### src/hdl/ccs_pkg.sv
// ----------------------------------------------------------------------------
// ccs_pkg
// Shared types, constants and the corner-cut arithmetic of the smoother.
// ----------------------------------------------------------------------------
`default_nettype none

package ccs_pkg;

  localparam int unsigned ITER_MAX_DEF    = 5;
  localparam int unsigned QUEUE_DEPTH_DEF = 2;
  localparam int unsigned COORD_W         = 32;
  localparam int unsigned ITER_W          = 3;
  localparam logic [ITER_W-1:0] ITER_RESET = 3'd1;

  // which child of a frame is taken next
  localparam logic [1:0] KIND_Q = 2'd0;
  localparam logic [1:0] KIND_R = 2'd1;
  localparam logic [1:0] KIND_L = 2'd2;

  typedef struct packed {
    logic signed [COORD_W-1:0] x;
    logic signed [COORD_W-1:0] y;
    logic signed [COORD_W-1:0] z;
    logic                      last;
  } ccs_point_t;

  typedef struct packed {
    logic              clear;
    logic [ITER_W-1:0] iterations;
  } ccs_ctrl_t;

  // floor((3a + b) / 4), exact in 34 bits, always fits back in 32
  function automatic logic signed [COORD_W-1:0] cut(input logic signed [COORD_W-1:0] a,
                                                    input logic signed [COORD_W-1:0] b);
    logic signed [COORD_W+1:0] ae;
    logic signed [COORD_W+1:0] be;
    logic signed [COORD_W+1:0] s;
    ae = {{2{a[COORD_W-1]}}, a};
    be = {{2{b[COORD_W-1]}}, b};
    s  = (ae <<< 1) + ae + be;
    return s[COORD_W+1:2];
  endfunction

endpackage

`default_nettype wire

### src/hdl/ccs_if.sv
// ----------------------------------------------------------------------------
// ccs_if
// Channel interfaces: input points, result points and the config write.
// ----------------------------------------------------------------------------
`default_nettype none

interface ccs_point_if;
  logic                                 valid;
  logic                                 ready;
  logic signed [ccs_pkg::COORD_W-1:0]   point_x;
  logic signed [ccs_pkg::COORD_W-1:0]   point_y;
  logic signed [ccs_pkg::COORD_W-1:0]   point_z;
  logic                                 last_point;
  modport source (output valid, point_x, point_y, point_z, last_point, input ready);
  modport sink   (input valid, point_x, point_y, point_z, last_point, output ready);
endinterface

interface ccs_result_if;
  logic                                 valid;
  logic                                 ready;
  logic signed [ccs_pkg::COORD_W-1:0]   out_x;
  logic signed [ccs_pkg::COORD_W-1:0]   out_y;
  logic signed [ccs_pkg::COORD_W-1:0]   out_z;
  logic                                 end_of_run;
  logic                                 end_of_curve;
  modport source (output valid, out_x, out_y, out_z, end_of_run, end_of_curve, input ready);
  modport sink   (input valid, out_x, out_y, out_z, end_of_run, end_of_curve, output ready);
endinterface

interface ccs_cfg_if;
  logic                              valid;
  logic                              ready;
  logic [ccs_pkg::ITER_W-1:0]        iterations;
  modport source (output valid, iterations, input ready);
  modport sink   (input valid, iterations, output ready);
endinterface

`default_nettype wire

### src/hdl/ccs_queue.sv
// ----------------------------------------------------------------------------
// ccs_queue
// Front part: takes input points and holds them in a short queue for the engine.
// ----------------------------------------------------------------------------
`default_nettype none

module ccs_queue #(
  parameter int unsigned DEPTH = ccs_pkg::QUEUE_DEPTH_DEF
) (
  input  wire                 clk_i,
  input  wire                 rst_ni,
  ccs_point_if.sink           point_i,
  output logic                q_valid_o,
  output ccs_pkg::ccs_point_t q_data_o,
  input  wire                 q_pop_i
);

  localparam int unsigned PW = (DEPTH > 1) ? $clog2(DEPTH) : 1;
  localparam int unsigned CW = $clog2(DEPTH + 1);

  ccs_pkg::ccs_point_t mem_q [DEPTH];
  logic [PW-1:0] wr_ptr_q, wr_ptr_d, rd_ptr_q, rd_ptr_d;
  logic [CW-1:0] count_q, count_d;
  logic          push, pop;

  assign point_i.ready = (count_q < CW'(DEPTH));
  assign push          = point_i.valid && point_i.ready;
  assign q_valid_o     = (count_q != '0);
  assign pop           = q_pop_i && q_valid_o;
  assign q_data_o      = mem_q[rd_ptr_q];

  always_comb begin
    wr_ptr_d = wr_ptr_q;
    rd_ptr_d = rd_ptr_q;
    count_d  = count_q;
    if (push) begin
      wr_ptr_d = (wr_ptr_q == PW'(DEPTH - 1)) ? '0 : wr_ptr_q + PW'(1);
    end
    if (pop) begin
      rd_ptr_d = (rd_ptr_q == PW'(DEPTH - 1)) ? '0 : rd_ptr_q + PW'(1);
    end
    if (push && !pop) begin
      count_d = count_q + CW'(1);
    end else if (pop && !push) begin
      count_d = count_q - CW'(1);
    end
  end

  always_ff @(posedge clk_i or negedge rst_ni) begin
    if (!rst_ni) begin
      wr_ptr_q <= '0;
      rd_ptr_q <= '0;
      count_q  <= '0;
    end else begin
      wr_ptr_q <= wr_ptr_d;
      rd_ptr_q <= rd_ptr_d;
      count_q  <= count_d;
    end
  end

  always_ff @(posedge clk_i) begin
    if (push) begin
      mem_q[wr_ptr_q] <= '{x: point_i.point_x, y: point_i.point_y,
                           z: point_i.point_z, last: point_i.last_point};
    end
  end

endmodule

`default_nettype wire

### src/hdl/ccs_engine.sv
// ----------------------------------------------------------------------------
// ccs_engine
// Back part: walks the pass cascade depth first, one point per cycle unless a
// result waits on the full result register it drives, with a frame of pending children per pass.
// ----------------------------------------------------------------------------
`default_nettype none

module ccs_engine #(
  parameter int unsigned ITER_MAX = ccs_pkg::ITER_MAX_DEF
) (
  input  wire                      clk_i,
  input  wire                      rst_ni,
  input  wire ccs_pkg::ccs_ctrl_t  ctrl_i,
  input  wire                      q_valid_i,
  input  wire ccs_pkg::ccs_point_t q_data_i,
  output logic                     q_pop_o,
  ccs_result_if.source             result_o
);

  localparam int unsigned LW = (ITER_MAX > 1) ? $clog2(ITER_MAX) : 1;
  localparam int unsigned SW = ccs_pkg::ITER_W;
  localparam int unsigned CW = ccs_pkg::COORD_W;

  // per-pass state
  logic signed [CW-1:0] prev_y_q [ITER_MAX];
  logic signed [CW-1:0] prev_z_q [ITER_MAX];
  logic [ITER_MAX-1:0]  has_prev_q;

  // per-pass frames: a = held point, b = incoming point
  logic signed [CW-1:0] fa_y_q [ITER_MAX];
  logic signed [CW-1:0] fa_z_q [ITER_MAX];
  logic signed [CW-1:0] fb_x_q [ITER_MAX];
  logic signed [CW-1:0] fb_y_q [ITER_MAX];
  logic signed [CW-1:0] fb_z_q [ITER_MAX];
  logic [ITER_MAX-1:0]  pend_q_q, pend_r_q, pend_l_q;

  // frame view with the current pass's new frame folded in
  logic signed [CW-1:0] va_y [ITER_MAX];
  logic signed [CW-1:0] va_z [ITER_MAX];
  logic signed [CW-1:0] vb_x [ITER_MAX];
  logic signed [CW-1:0] vb_y [ITER_MAX];
  logic signed [CW-1:0] vb_z [ITER_MAX];
  logic [ITER_MAX-1:0]  v_pq, v_pr, v_pl;

  logic                 busy_q;
  ccs_pkg::ccs_point_t  cur_q, child;
  logic [SW-1:0]        cur_s_q;

  logic                 out_v_q;
  ccs_pkg::ccs_point_t  out_pt_q;
  logic                 out_eor_q;

  logic [SW-1:0]        passes;
  logic                 leaf, internal, out_free, advance, emit, pending_any;
  logic [LW-1:0]        sel;
  logic [1:0]           kind;
  logic signed [CW-1:0] op_ay, op_by, op_az, op_bz;

  assign passes   = (ctrl_i.iterations > SW'(ITER_MAX)) ? SW'(ITER_MAX) : ctrl_i.iterations;
  assign leaf     = (cur_s_q >= passes);
  assign internal = busy_q && !leaf;
  assign out_free = !out_v_q || result_o.ready;
  assign advance  = busy_q && (!leaf || out_free);
  assign emit     = busy_q && leaf && out_free;

  always_comb begin
    for (int i = 0; i < ITER_MAX; i++) begin
      va_y[i] = fa_y_q[i];
      va_z[i] = fa_z_q[i];
      vb_x[i] = fb_x_q[i];
      vb_y[i] = fb_y_q[i];
      vb_z[i] = fb_z_q[i];
      v_pq[i] = pend_q_q[i];
      v_pr[i] = pend_r_q[i];
      v_pl[i] = pend_l_q[i];
      if (internal && (cur_s_q == SW'(i))) begin
        va_y[i] = prev_y_q[i];
        va_z[i] = prev_z_q[i];
        vb_x[i] = cur_q.x;
        vb_y[i] = cur_q.y;
        vb_z[i] = cur_q.z;
        v_pq[i] = has_prev_q[i];
        v_pr[i] = has_prev_q[i];
        v_pl[i] = cur_q.last;
      end
    end
  end

  // deepest pass with work left is served first
  always_comb begin
    sel = '0;
    for (int i = 0; i < ITER_MAX; i++) begin
      if (v_pq[i] || v_pr[i] || v_pl[i]) begin
        sel = LW'(i);
      end
    end
  end

  assign pending_any = |(v_pq | v_pr | v_pl);

  always_comb begin
    if (v_pq[sel]) begin
      kind = ccs_pkg::KIND_Q;
    end else if (v_pr[sel]) begin
      kind = ccs_pkg::KIND_R;
    end else begin
      kind = ccs_pkg::KIND_L;
    end
  end

  // one cut per coordinate, operands swapped for the three-quarter point
  always_comb begin
    if (kind == ccs_pkg::KIND_Q) begin
      op_ay = va_y[sel];
      op_by = vb_y[sel];
      op_az = va_z[sel];
      op_bz = vb_z[sel];
    end else begin
      op_ay = vb_y[sel];
      op_by = va_y[sel];
      op_az = vb_z[sel];
      op_bz = va_z[sel];
    end
    if (kind == ccs_pkg::KIND_L) begin
      child = '{x: vb_x[sel], y: vb_y[sel], z: vb_z[sel], last: 1'b1};
    end else begin
      child = '{x: '0, y: ccs_pkg::cut(op_ay, op_by), z: ccs_pkg::cut(op_az, op_bz),
                last: 1'b0};
    end
  end

  assign q_pop_o = q_valid_i && (!busy_q || (advance && !pending_any));

  // control state
  always_ff @(posedge clk_i or negedge rst_ni) begin
    if (!rst_ni) begin
      busy_q     <= 1'b0;
      cur_s_q    <= '0;
      has_prev_q <= '0;
      pend_q_q   <= '0;
      pend_r_q   <= '0;
      pend_l_q   <= '0;
      out_v_q    <= 1'b0;
    end else begin
      if (emit) begin
        out_v_q <= 1'b1;
      end else if (result_o.ready) begin
        out_v_q <= 1'b0;
      end
      if (ctrl_i.clear) begin
        has_prev_q <= '0;
        pend_q_q   <= '0;
        pend_r_q   <= '0;
        pend_l_q   <= '0;
      end else if (!busy_q) begin
        if (q_valid_i) begin
          busy_q  <= 1'b1;
          cur_s_q <= '0;
        end
      end else if (advance) begin
        if (internal) begin
          for (int i = 0; i < ITER_MAX; i++) begin
            if (cur_s_q == SW'(i)) begin
              has_prev_q[i] <= !cur_q.last;
            end
          end
        end
        for (int i = 0; i < ITER_MAX; i++) begin
          pend_q_q[i] <= v_pq[i] && !(sel == LW'(i) && kind == ccs_pkg::KIND_Q);
          pend_r_q[i] <= v_pr[i] && !(sel == LW'(i) && kind == ccs_pkg::KIND_R);
          pend_l_q[i] <= v_pl[i] && !(sel == LW'(i) && kind == ccs_pkg::KIND_L);
        end
        if (pending_any) begin
          cur_s_q <= SW'(sel) + SW'(1);
        end else if (q_valid_i) begin
          cur_s_q <= '0;
        end else begin
          busy_q <= 1'b0;
        end
      end
    end
  end

  // payload
  always_ff @(posedge clk_i) begin
    if (q_pop_o) begin
      cur_q <= q_data_i;
    end else if (advance && pending_any) begin
      cur_q <= child;
    end
    if (internal && advance) begin
      for (int i = 0; i < ITER_MAX; i++) begin
        if (cur_s_q == SW'(i)) begin
          fa_y_q[i] <= va_y[i];
          fa_z_q[i] <= va_z[i];
          fb_x_q[i] <= vb_x[i];
          fb_y_q[i] <= vb_y[i];
          fb_z_q[i] <= vb_z[i];
          if (!cur_q.last) begin
            prev_y_q[i] <= cur_q.y;
            prev_z_q[i] <= cur_q.z;
          end
        end
      end
    end
    if (emit) begin
      out_pt_q  <= cur_q;
      out_eor_q <= !pending_any;
    end
  end

  assign result_o.valid        = out_v_q;
  assign result_o.out_x        = out_pt_q.x;
  assign result_o.out_y        = out_pt_q.y;
  assign result_o.out_z        = out_pt_q.z;
  assign result_o.end_of_run   = out_eor_q;
  assign result_o.end_of_curve = out_pt_q.last;

endmodule

`default_nettype wire

### src/hdl/chaikin_curve_smoothing.sv
// ----------------------------------------------------------------------------
// chaikin_curve_smoothing
// Open-curve Chaikin corner cutting in the y-z plane over a cascade of passes.
// ----------------------------------------------------------------------------
// The engine visits one point of the pass cascade per cycle unless a result
// waits on a full result register: an interior point under N passes visits
// 2^(N+1)-1 points and yields 2^N results (32 results at five passes), set by
// the depth-first walk of the engine.
// Reset is asynchronous: queue, engine and result register empty, iterations
// back to 1, no held points; no clearing pass.
`default_nettype none

module chaikin_curve_smoothing #(
  parameter int unsigned ITER_MAX    = ccs_pkg::ITER_MAX_DEF,
  parameter int unsigned QUEUE_DEPTH = ccs_pkg::QUEUE_DEPTH_DEF
) (
  input  wire          clk_i,
  input  wire          rst_ni,
  ccs_cfg_if.sink      cfg_i,
  ccs_point_if.sink    point_i,
  ccs_result_if.source result_o
);

  logic [ccs_pkg::ITER_W-1:0] iter_q;
  ccs_pkg::ccs_ctrl_t         ctrl;
  logic                       q_valid, q_pop;
  ccs_pkg::ccs_point_t        q_data;

  assign cfg_i.ready     = 1'b1;
  assign ctrl.clear      = cfg_i.valid && cfg_i.ready;
  assign ctrl.iterations = iter_q;

  always_ff @(posedge clk_i or negedge rst_ni) begin
    if (!rst_ni) begin
      iter_q <= ccs_pkg::ITER_RESET;
    end else if (ctrl.clear) begin
      iter_q <= cfg_i.iterations;
    end
  end

  ccs_queue #(
    .DEPTH (QUEUE_DEPTH)
  ) u_queue (
    .clk_i     (clk_i),
    .rst_ni    (rst_ni),
    .point_i   (point_i),
    .q_valid_o (q_valid),
    .q_data_o  (q_data),
    .q_pop_i   (q_pop)
  );

  ccs_engine #(
    .ITER_MAX (ITER_MAX)
  ) u_engine (
    .clk_i     (clk_i),
    .rst_ni    (rst_ni),
    .ctrl_i    (ctrl),
    .q_valid_i (q_valid),
    .q_data_i  (q_data),
    .q_pop_o   (q_pop),
    .result_o  (result_o)
  );

  // the curve's last word also closes the run of its input point
  a_eoc_closes_run: assert property (@(posedge clk_i) disable iff (!rst_ni)
    result_o.valid && result_o.end_of_curve |-> result_o.end_of_run)
    else $error("end_of_curve without end_of_run");

  // with passes active, only the final point keeps its x
  a_cut_x_zero: assert property (@(posedge clk_i) disable iff (!rst_ni)
    result_o.valid && !result_o.end_of_curve && (iter_q != '0) && !ctrl.clear
    && !$past(ctrl.clear) |-> (result_o.out_x == '0))
    else $error("cut point with non-zero x");

endmodule

`default_nettype wire
### src/flat_wrapper.sv
// flat-port wrapper written by rule: the top's interface ports become plain ports
module chaikin_curve_smoothing_flat 
#(
  parameter int unsigned ITER_MAX    = ccs_pkg::ITER_MAX_DEF,
  parameter int unsigned QUEUE_DEPTH = ccs_pkg::QUEUE_DEPTH_DEF
)
  (clk_i, rst_ni, cfg_i_valid, cfg_i_iterations, cfg_i_ready, point_i_valid, point_i_point_x, point_i_point_y, point_i_point_z, point_i_last_point, point_i_ready, result_o_valid, result_o_out_x, result_o_out_y, result_o_out_z, result_o_end_of_run, result_o_end_of_curve, result_o_ready);
  ccs_cfg_if cfg_i_i ();
  ccs_point_if point_i_i ();
  ccs_result_if result_o_i ();
  input  wire clk_i;
  input  wire rst_ni;
  input wire logic [$bits(cfg_i_i.valid)-1:0] cfg_i_valid;
  input wire logic [$bits(cfg_i_i.iterations)-1:0] cfg_i_iterations;
  output wire logic [$bits(cfg_i_i.ready)-1:0] cfg_i_ready;
  input wire logic [$bits(point_i_i.valid)-1:0] point_i_valid;
  input wire logic [$bits(point_i_i.point_x)-1:0] point_i_point_x;
  input wire logic [$bits(point_i_i.point_y)-1:0] point_i_point_y;
  input wire logic [$bits(point_i_i.point_z)-1:0] point_i_point_z;
  input wire logic [$bits(point_i_i.last_point)-1:0] point_i_last_point;
  output wire logic [$bits(point_i_i.ready)-1:0] point_i_ready;
  output wire logic [$bits(result_o_i.valid)-1:0] result_o_valid;
  output wire logic [$bits(result_o_i.out_x)-1:0] result_o_out_x;
  output wire logic [$bits(result_o_i.out_y)-1:0] result_o_out_y;
  output wire logic [$bits(result_o_i.out_z)-1:0] result_o_out_z;
  output wire logic [$bits(result_o_i.end_of_run)-1:0] result_o_end_of_run;
  output wire logic [$bits(result_o_i.end_of_curve)-1:0] result_o_end_of_curve;
  input wire logic [$bits(result_o_i.ready)-1:0] result_o_ready;
  assign cfg_i_i.valid = cfg_i_valid;
  assign cfg_i_i.iterations = cfg_i_iterations;
  assign cfg_i_ready = cfg_i_i.ready;
  assign point_i_i.valid = point_i_valid;
  assign point_i_i.point_x = point_i_point_x;
  assign point_i_i.point_y = point_i_point_y;
  assign point_i_i.point_z = point_i_point_z;
  assign point_i_i.last_point = point_i_last_point;
  assign point_i_ready = point_i_i.ready;
  assign result_o_valid = result_o_i.valid;
  assign result_o_out_x = result_o_i.out_x;
  assign result_o_out_y = result_o_i.out_y;
  assign result_o_out_z = result_o_i.out_z;
  assign result_o_end_of_run = result_o_i.end_of_run;
  assign result_o_end_of_curve = result_o_i.end_of_curve;
  assign result_o_i.ready = result_o_ready;
  chaikin_curve_smoothing #(.ITER_MAX(ITER_MAX), .QUEUE_DEPTH(QUEUE_DEPTH)) u_core (.clk_i(clk_i), .rst_ni(rst_ni), .cfg_i(cfg_i_i), .point_i(point_i_i), .result_o(result_o_i));
endmodule
### config.mk
export PLATFORM = sky130hd
export DESIGN_NAME = chaikin_curve_smoothing_flat
export DESIGN_NICKNAME = d
export VERILOG_FILES = /design/src/hdl/ccs_pkg.sv /design/src/hdl/ccs_if.sv /design/src/hdl/ccs_queue.sv /design/src/hdl/ccs_engine.sv /design/src/hdl/chaikin_curve_smoothing.sv /design/src/flat_wrapper.sv
export SDC_FILE = /design/constraint.sdc
export NUM_CORES = 2
export LEC_CHECK = 0
export BUFFER_PORTS_ARGS = -buffer_cell sky130_fd_sc_hd__buf_2
export CORE_UTILIZATION = 50
export CTS_CLUSTER_DIAMETER = 120
export DETAILED_ROUTE_END_ITERATION = 10
export PLACE_DENSITY = 0.78
export SLEW_MARGIN = 20
export SYNTH_ARGS = -nofsm -noshare
export SYNTH_HDL_FRONTEND = slang
export SYNTH_SLANG_ARGS = --single-unit
### constraint.sdc
create_clock -name clk_i -period 9.69 [get_ports clk_i]
set_clock_uncertainty 0.1 [all_clocks]
set_input_delay 0.4845 -clock clk_i [delete_from_list [all_inputs] [get_ports clk_i]]
set_output_delay 0.4845 -clock clk_i [all_outputs]
set_load 0.02 [all_outputs]
* Word-level counts from Yosys, hierarchy flattened
Memories as Yosys holds them, arrays and structs flattened.
Cells that the tools add are included.
** Cells by class
- Order comparisons :: 5
- Bitwise operators :: 4
- Reduce and logical (&&, ||, !) cells :: 131
- Add/subtract/negate cells :: 9
- Muxes and demuxes :: 222
- Equality and inequality tests :: 11
** Operators with widths (number)
- 2-to-1 mux 32 bit :: 67
- OR reduction 32 bit :: 28
- binary-select mux 32 bit (select 3 bit) :: 5
- 2-to-1 mux 97 bit :: 3
- 2-to-1 mux 3 bit :: 36
- 2-to-1 mux 1 bit :: 92
- adder 33 x 32 -> 34 bit :: 2
- adder 34 x 32 -> 34 bit :: 2
- 2-to-1 mux 5 bit :: 13
- logical AND 1 bit :: 47
- nonzero test 2 bit :: 12
- zero test 1 bit :: 22
- AND reduction 4 bit :: 5
- equality test 3 x 2 -> 1 bit, second input constant :: 4
- logical OR 1 bit :: 11
- OR 5 bit :: 2
- 2-to-1 mux 2 bit :: 4
- binary-select mux 1 bit (select 3 bit) :: 2
- equality test 3 x 1 -> 1 bit, second input constant :: 2
- equality test 3 bit, second input constant :: 2
- zero test 3 bit :: 2
- OR reduction 5 bit :: 1
- greater-or-equal comparator 4 bit, second input constant :: 1
- < comparator 3 x 4 -> 1 bit, second input constant :: 1
- other kinds (14) :: 16
** Word-level totals
- Memories kept :: 8
- Flip-flop bits (word level) :: 227
- Bits in writable memories :: 1314
- Word-level logic and storage cells :: 414
- Output and inout bits :: 101
- Bits of input ports :: 105
** Memories
- u_core.u_queue.mem_q :: words 2, width 97, rd ports 1, clocked after memory_dff 0, write ports 1, RTL line ccs_queue.sv:21 : ccs_pkg::ccs_point_t mem_q [DEPTH];
- u_core.u_engine.fa_y_q :: words 5, width 32, rd ports 5, clocked after memory_dff 0, write ports 1, RTL line ccs_engine.sv:30 : logic signed [CW-1:0] fa_y_q [ITER_MAX];
- u_core.u_engine.fa_z_q :: words 5, width 32, rd ports 5, clocked after memory_dff 0, write ports 1, RTL line ccs_engine.sv:31 : logic signed [CW-1:0] fa_z_q [ITER_MAX];
- u_core.u_engine.fb_x_q :: words 5, width 32, rd ports 5, clocked after memory_dff 0, write ports 1, RTL line ccs_engine.sv:32 : logic signed [CW-1:0] fb_x_q [ITER_MAX];
- u_core.u_engine.fb_y_q :: words 5, width 32, rd ports 5, clocked after memory_dff 0, write ports 1, RTL line ccs_engine.sv:33 : logic signed [CW-1:0] fb_y_q [ITER_MAX];
- u_core.u_engine.fb_z_q :: words 5, width 32, rd ports 5, clocked after memory_dff 0, write ports 1, RTL line ccs_engine.sv:34 : logic signed [CW-1:0] fb_z_q [ITER_MAX];
- 2 more memories

* Logic depth before layout (Yosys ltp)
- Word-level depth :: 24
- Mapped depth :: 31
- Gate-level depth less buffers :: 28

* Hierarchy
A second synthesis with hierarchy kept.
** Second synthesis, totals
- Cell total of the unflattened synthesis :: 6515
- Area total of the unflattened synthesis :: 72851.1 um^2
** By module, submodules not included
- ccs_engine :: sequential area each 40113.5 um^2, area an instance 65464.0 um^2, cells an instance 6188, times used 1
- ccs_queue :: sequential area each 5925.7 um^2, area an instance 7265.7 um^2, cells an instance 319, times used 1
- chaikin_curve_smoothing :: sequential area each 76.3 um^2, area an instance 121.4 um^2, cells an instance 8, times used 1

* Least setup slack after synthesis
No wires, ideal clock.
- Kind :: reg-to-reg
- From :: register u_core.u_engine.cur_s_q[2]
- To :: register u_core.u_engine.cur_q[64] in the netlist's numbering (data pin)
- Slack :: -0.492 ns
- Stages on the path, launching flop included :: 26
- Path buffers :: 2
- Setup time :: 0.152 ns
- Arrival time :: 9.930 ns
- Data required time :: 9.438 ns
- Cell sequence :: dfrtp_1 ha_1 a21oi_4 o211ai_4 inv_1 clkbuf_1 clkbuf_1 nand2_1 nand2_1 nor2_1 a21oi_1 mux2i_1 fa_1 inv_1 ha_1 o21a_1 nor2_1 a211oi_1 o211ai_1 a211oi_1 o41ai_1 a21oi_1 a31oi_1 xor2_1 or3_1 a31oi_1
** RTL lines
- start, declared :: RTL line ccs_engine.sv:47 : logic [SW-1:0] cur_s_q;
- start signal, assigned :: RTL line ccs_engine.sv:174 : cur_s_q <= SW'(sel) + SW'(1);
- end signal, assigned :: RTL line ccs_engine.sv:187 : cur_q <= q_data_i;
- end signal, assigned :: RTL line ccs_engine.sv:189 : cur_q <= child;
- end, declared :: RTL line ccs_engine.sv:46 : ccs_pkg::ccs_point_t cur_q, child;

* Worst setup path after layout
- From :: register u_core.u_engine.cur_s_q[0]
- To :: register u_core.u_engine.cur_q[62] in the netlist's numbering (data pin)
** Between the ends
- Cells in the longest elaborated chain, start to end :: 22
** Ends and longest elaborated chain
- greater-or-equal comparator 3 bit :: RTL line ccs_engine.sv:60 : assign leaf = (cur_s_q >= passes);
- zero test 1 bit :: RTL line ccs_engine.sv:61, ccs_engine.sv:63
- logical AND 1 bit :: RTL line ccs_engine.sv:61 : assign internal = busy_q && !leaf;
- logical AND 1 bit :: RTL line ccs_engine.sv:76 : if (internal && (cur_s_q == SW'(i))) begin
- 2-to-1 mux 1 bit :: RTL line ccs_engine.sv:76
- logical OR 1 bit (2 in series) :: RTL line ccs_engine.sv:93 : if (v_pq[i] || v_pr[i] || v_pl[i]) begin
- 2-to-1 mux 1 bit :: RTL line ccs_engine.sv:93
- 2-to-1 mux 3 bit (3 in series) :: RTL line ccs_engine.sv:93
- (+3 left out)
- 2-to-1 mux 2 bit :: RTL line ccs_engine.sv:102 : if (v_pq[sel]) begin
- zero test 2 bit :: RTL line ccs_engine.sv:113 : if (kind == ccs_pkg::KIND_Q) begin
- 2-to-1 mux 32 bit :: RTL line ccs_engine.sv:113
- adder 33 x 32 -> 34 bit :: RTL line ccs_pkg.sv:40 : s = (ae <<< 1) + ae + be;
- adder 34 x 32 -> 34 bit :: RTL line ccs_pkg.sv:40
- 2-to-1 mux 97 bit :: RTL line ccs_engine.sv:124 : if (kind == ccs_pkg::KIND_L) begin
- 2-to-1 mux 97 bit :: RTL line ccs_engine.sv:188 : end else if (advance && pending_any) begin
- 2-to-1 mux 97 bit * :: RTL line ccs_engine.sv:186 : if (q_pop_o) begin
Every way passes the cells marked *; elsewhere a longest branch is shown, timed or not. The select of a mux whose other input is x is not followed.
A chain may end at the register's enable or synchronous reset.

==> results_dict.tcl <==
set metrics [dict create \
    synth_xor_area_share_pct 0.670 \
    critical_path.max_fanout 112 \
    clock-root-buffer "clkbuf_16" \
    post_cts_buffers 0 \
    grt_max_degree 178 \
    dieHeight_um 385 \
    worst_slew_pin_slew_ns 1.10 \
    slew_violations 0 \
    wirelength_um 198000 \
    slew_headroom_pct 26.9 \
    area_delta_synth_final_pct 12.3 \
    synth_area_per_cell_um2 11.3 \
    grt_pass1_wl_um 300000 \
    netlist_instances 6474 \
    finalSetupViolations 0 \
    worstSkewPairLatency_ns 0.81 \
    ys.flop_type "edfxtp_1" \
    status "completed" \
    slowest_stage "buf_12" \
    ys_ff_latch 1541 \
    ys_top_cells_by_area "edfxtp_1, nand2_1, mux2i_1, mux2_2, nor2_1" \
    portBuffers 204 \
    vias 51500 \
    hold_path.class "primary input to flip-flop" \
    final_antenna_net_count 0 \
    fin_tns_setup_ns 0 \
    fmax_mhz 115 \
    grt-ovfl-total 0 \
    yosys.area.top_type "edfxtp_1" \
    synth_edf_count 1509 \
    synthAdderAreaFrac_pct 2.93 \
    hold_viol 0 \
    cts_buffer_depth 3 \
    cap_violations 0 \
    async_flop_share_pct 2.08 \
    dp_hpwl_um 119000 \
    synth.most_common_cell "nand2_1" \
    grt_pass1_vias 50800 \
    layout_min_cycle_time_ns 8.66 \
    synth_area_um2 73200 \
    slowest_delay_ns 0.75 \
    dr.pass1.iters 6 \
    syn-num-nets 6712 \
    die_width_um 385 \
    fill_cells 11700 \
    ys_seq_area_share_pct 63.0 \
    cts_tree "built" \
    cp-start-kind "flip-flop" \
    cts.htree.levels 4 \
    nNetsFinal 6913 \
    synthMuxAreaShare_pct 8.71 \
    busiest_layer "met2" \
    vias_per_cell 5.90 \
    yosys-top-cells-count "nand2_1, edfxtp_1, nor2_1, mux2i_1, mux2_2" \
    rsz0062_at_grt "no" \
    holdBufCountCts 103 \
    clk_pin_slew_ns 0.06 \
    crit_type "flip-flop to flip-flop" \
    gp_congestion 0.941 \
    drive_above_1_share_pct 12.4 \
    synth-simple-area-share_pct 16.9 \
    grt_util_met2_pct 41.7 \
    grt_antenna_before_repair 7 \
    finalCritPeriodShare_pct 89.4 \
    crit_path_end_kind "flip-flop" \
    start_util_pct 50.3 \
    drcViolationCount 0 \
    critPathArrivalTime_ns 9.08 \
    required_ns 10.11 \
    synth.distinct_cells 105 \
    pin_count 206 \
    synth_top_family_by_area "simple AND/OR/NAND/NOR gates" \
    drt_iter0_markers 5899 \
    yosys.area.top_type_share_pct 61.9 \
    cts_made_buffers 160 \
    grtUsageMet1_pct 35.9 \
    core_area_um2 145000 \
    grt_util_all_layers_pct 26.6 \
    synth_compound_area_share_pct 5.13 \
    grt_use_met3_pct 6.84 \
    ys_warn_count 0 \
    clock_sinks 1541 \
    placementRows 140 \
    wl_per_cell_um 22.8 \
    cts_resized 0 \
    dieArea_um2 148000 \
]
## layer usage
metal,vias up,routed length (um),part of all wire (%)
li1,23000,-,-
met3,412,23500,12
met1,25200,77000,39
met2,2934,91500,46
met4,8,6430,3.2
met5,-,52,0.026
## metrics by stage
step / instance area [um2] / instances / util (%) / hold slack (ns) / setup slack [ns]
after CTS: 82200 / 8718 / 56.5 / 0.0239 / 1.15
after detailed placement: 76000 / 8327 / 52.3 / 0.413 / 1.24
after floorplan: 73200 / 6474 / - / 0.0889 / 1.95
final: 82200 / 8719 / 56.5 / 0.0932 / 1.03
after global placement: 76000 / 8327 / 52.3 / 0.406 / 1.42
after global routing: 82200 / 8718 / 56.5 / 0.0778 / 0.608
## registers in the layout, indices dropped and copies added, names as in the netlist, 2 cells and up
| register | cells |
|---|---|
| u_core.iter_q | 3 |
| u_core.u_engine.cur_q | 97 |
| u_core.u_engine.cur_s_q | 3 |
| u_core.u_engine.fa_y_q | 160 |
| u_core.u_engine.fa_z_q | 160 |
| u_core.u_engine.fb_x_q | 160 |
| u_core.u_engine.fb_y_q | 160 |
| u_core.u_engine.fb_z_q | 160 |
| u_core.u_engine.has_prev_q | 5 |
| u_core.u_engine.pend_l_q | 5 |
| u_core.u_engine.pend_q_q | 5 |
| u_core.u_engine.pend_r_q | 5 |
| u_core.u_engine.prev_y_q | 160 |
| u_core.u_engine.prev_z_q | 160 |
| u_core.u_engine.result_o.out_x | 32 |
| u_core.u_engine.result_o.out_y | 32 |
| u_core.u_engine.result_o.out_z | 32 |
| u_core.u_queue.count_q | 2 |
| u_core.u_queue.mem_q | 194 |
## cell usage in the layout, fill, tap and decap left out, types with 69 or more instances in the layout
cell type,Yosys,routed
edfxtp_1,1509,1509
ha_1,69,69
clkbuf_16,0,164
nor2_1,413,406
nor3_1,153,152
buf_4,19,74
a21oi_1,230,230
mux2_2,244,244
nand2_1,2474,2474
buf_2,67,204
inv_1,82,79
mux2i_1,352,350
dlygate4sd3_1,1,103
## final timing paths
check,start,to,slack (ns),depth (start not counted)
setup / recovery,u_core.u_engine.cur_s_q[0]$_DFFE_PN0P_,u_core.u_engine.cur_q[62]$_DFFE_PP_,1.03,28
hold / removal,cfg_i_valid,u_core.u_engine.has_prev_q[3]$_DFFE_PN0P_,0.09,2
setup reg to reg,u_core.u_engine.cur_s_q[0]$_DFFE_PN0P_,u_core.u_engine.cur_q[62]$_DFFE_PP_,1.03,28
hold reg to reg,u_core.u_engine.prev_y_q[0][139]$_DFFE_PP_,u_core.u_engine.fa_y_q[0][139]$_DFFE_PP_,0.42,2
max in group asynchronous,rst_ni,u_core.u_queue.rd_ptr_q$_DFFE_PN0P_,8.66,2
min in group asynchronous,rst_ni,u_core.u_engine.result_o.valid$_DFFE_PN0P_,0.22,2
## final cells by class
cell class | count | area [um2] | area share [%]
diodes | 1 | 2.50 | 0.00305
clock buffers | 190 | 4200 | 5.11
flip-flops and latches | 1541 | 46100 | 56.1
well taps | 1917 | 2400 | 2.92
repair buffers | 392 | 2830 | 3.44
multi-input cells | 4494 | 25300 | 30.8
clock inverters | 98 | 961 | 1.17
inverters | 86 | 378 | 0.460
## worst max-delay path, delay by kind of cell (launching register included)
| kind | cells | cell delay, ns |
|---|---|---|
| XOR/XNOR | 1 | 0.20 |
| adder cells (fa/ha/maj) | 3 | 1.24 |
| flip-flops | 1 | 0.51 |
| AND/OR/NAND/NOR | 3 | 0.40 |
| multiplexers | 4 | 1.25 |
| buffers and inverters | 4 | 1.11 |
| AO/OA/AOI/OAI | 13 | 3.47 |
## cell families after synthesis
group,Yosys count
buffers and inverters,439
adders and majority gates,133
muxes,602
xor gates and xnor gates,56
DFF,1541
and+or+nand+nor,3158
other,1
AOI/OAI and AO/OA,544
Power is not shown: default switching activity piles up to over one toggle a cycle in this logic, so the estimate is an artifact.
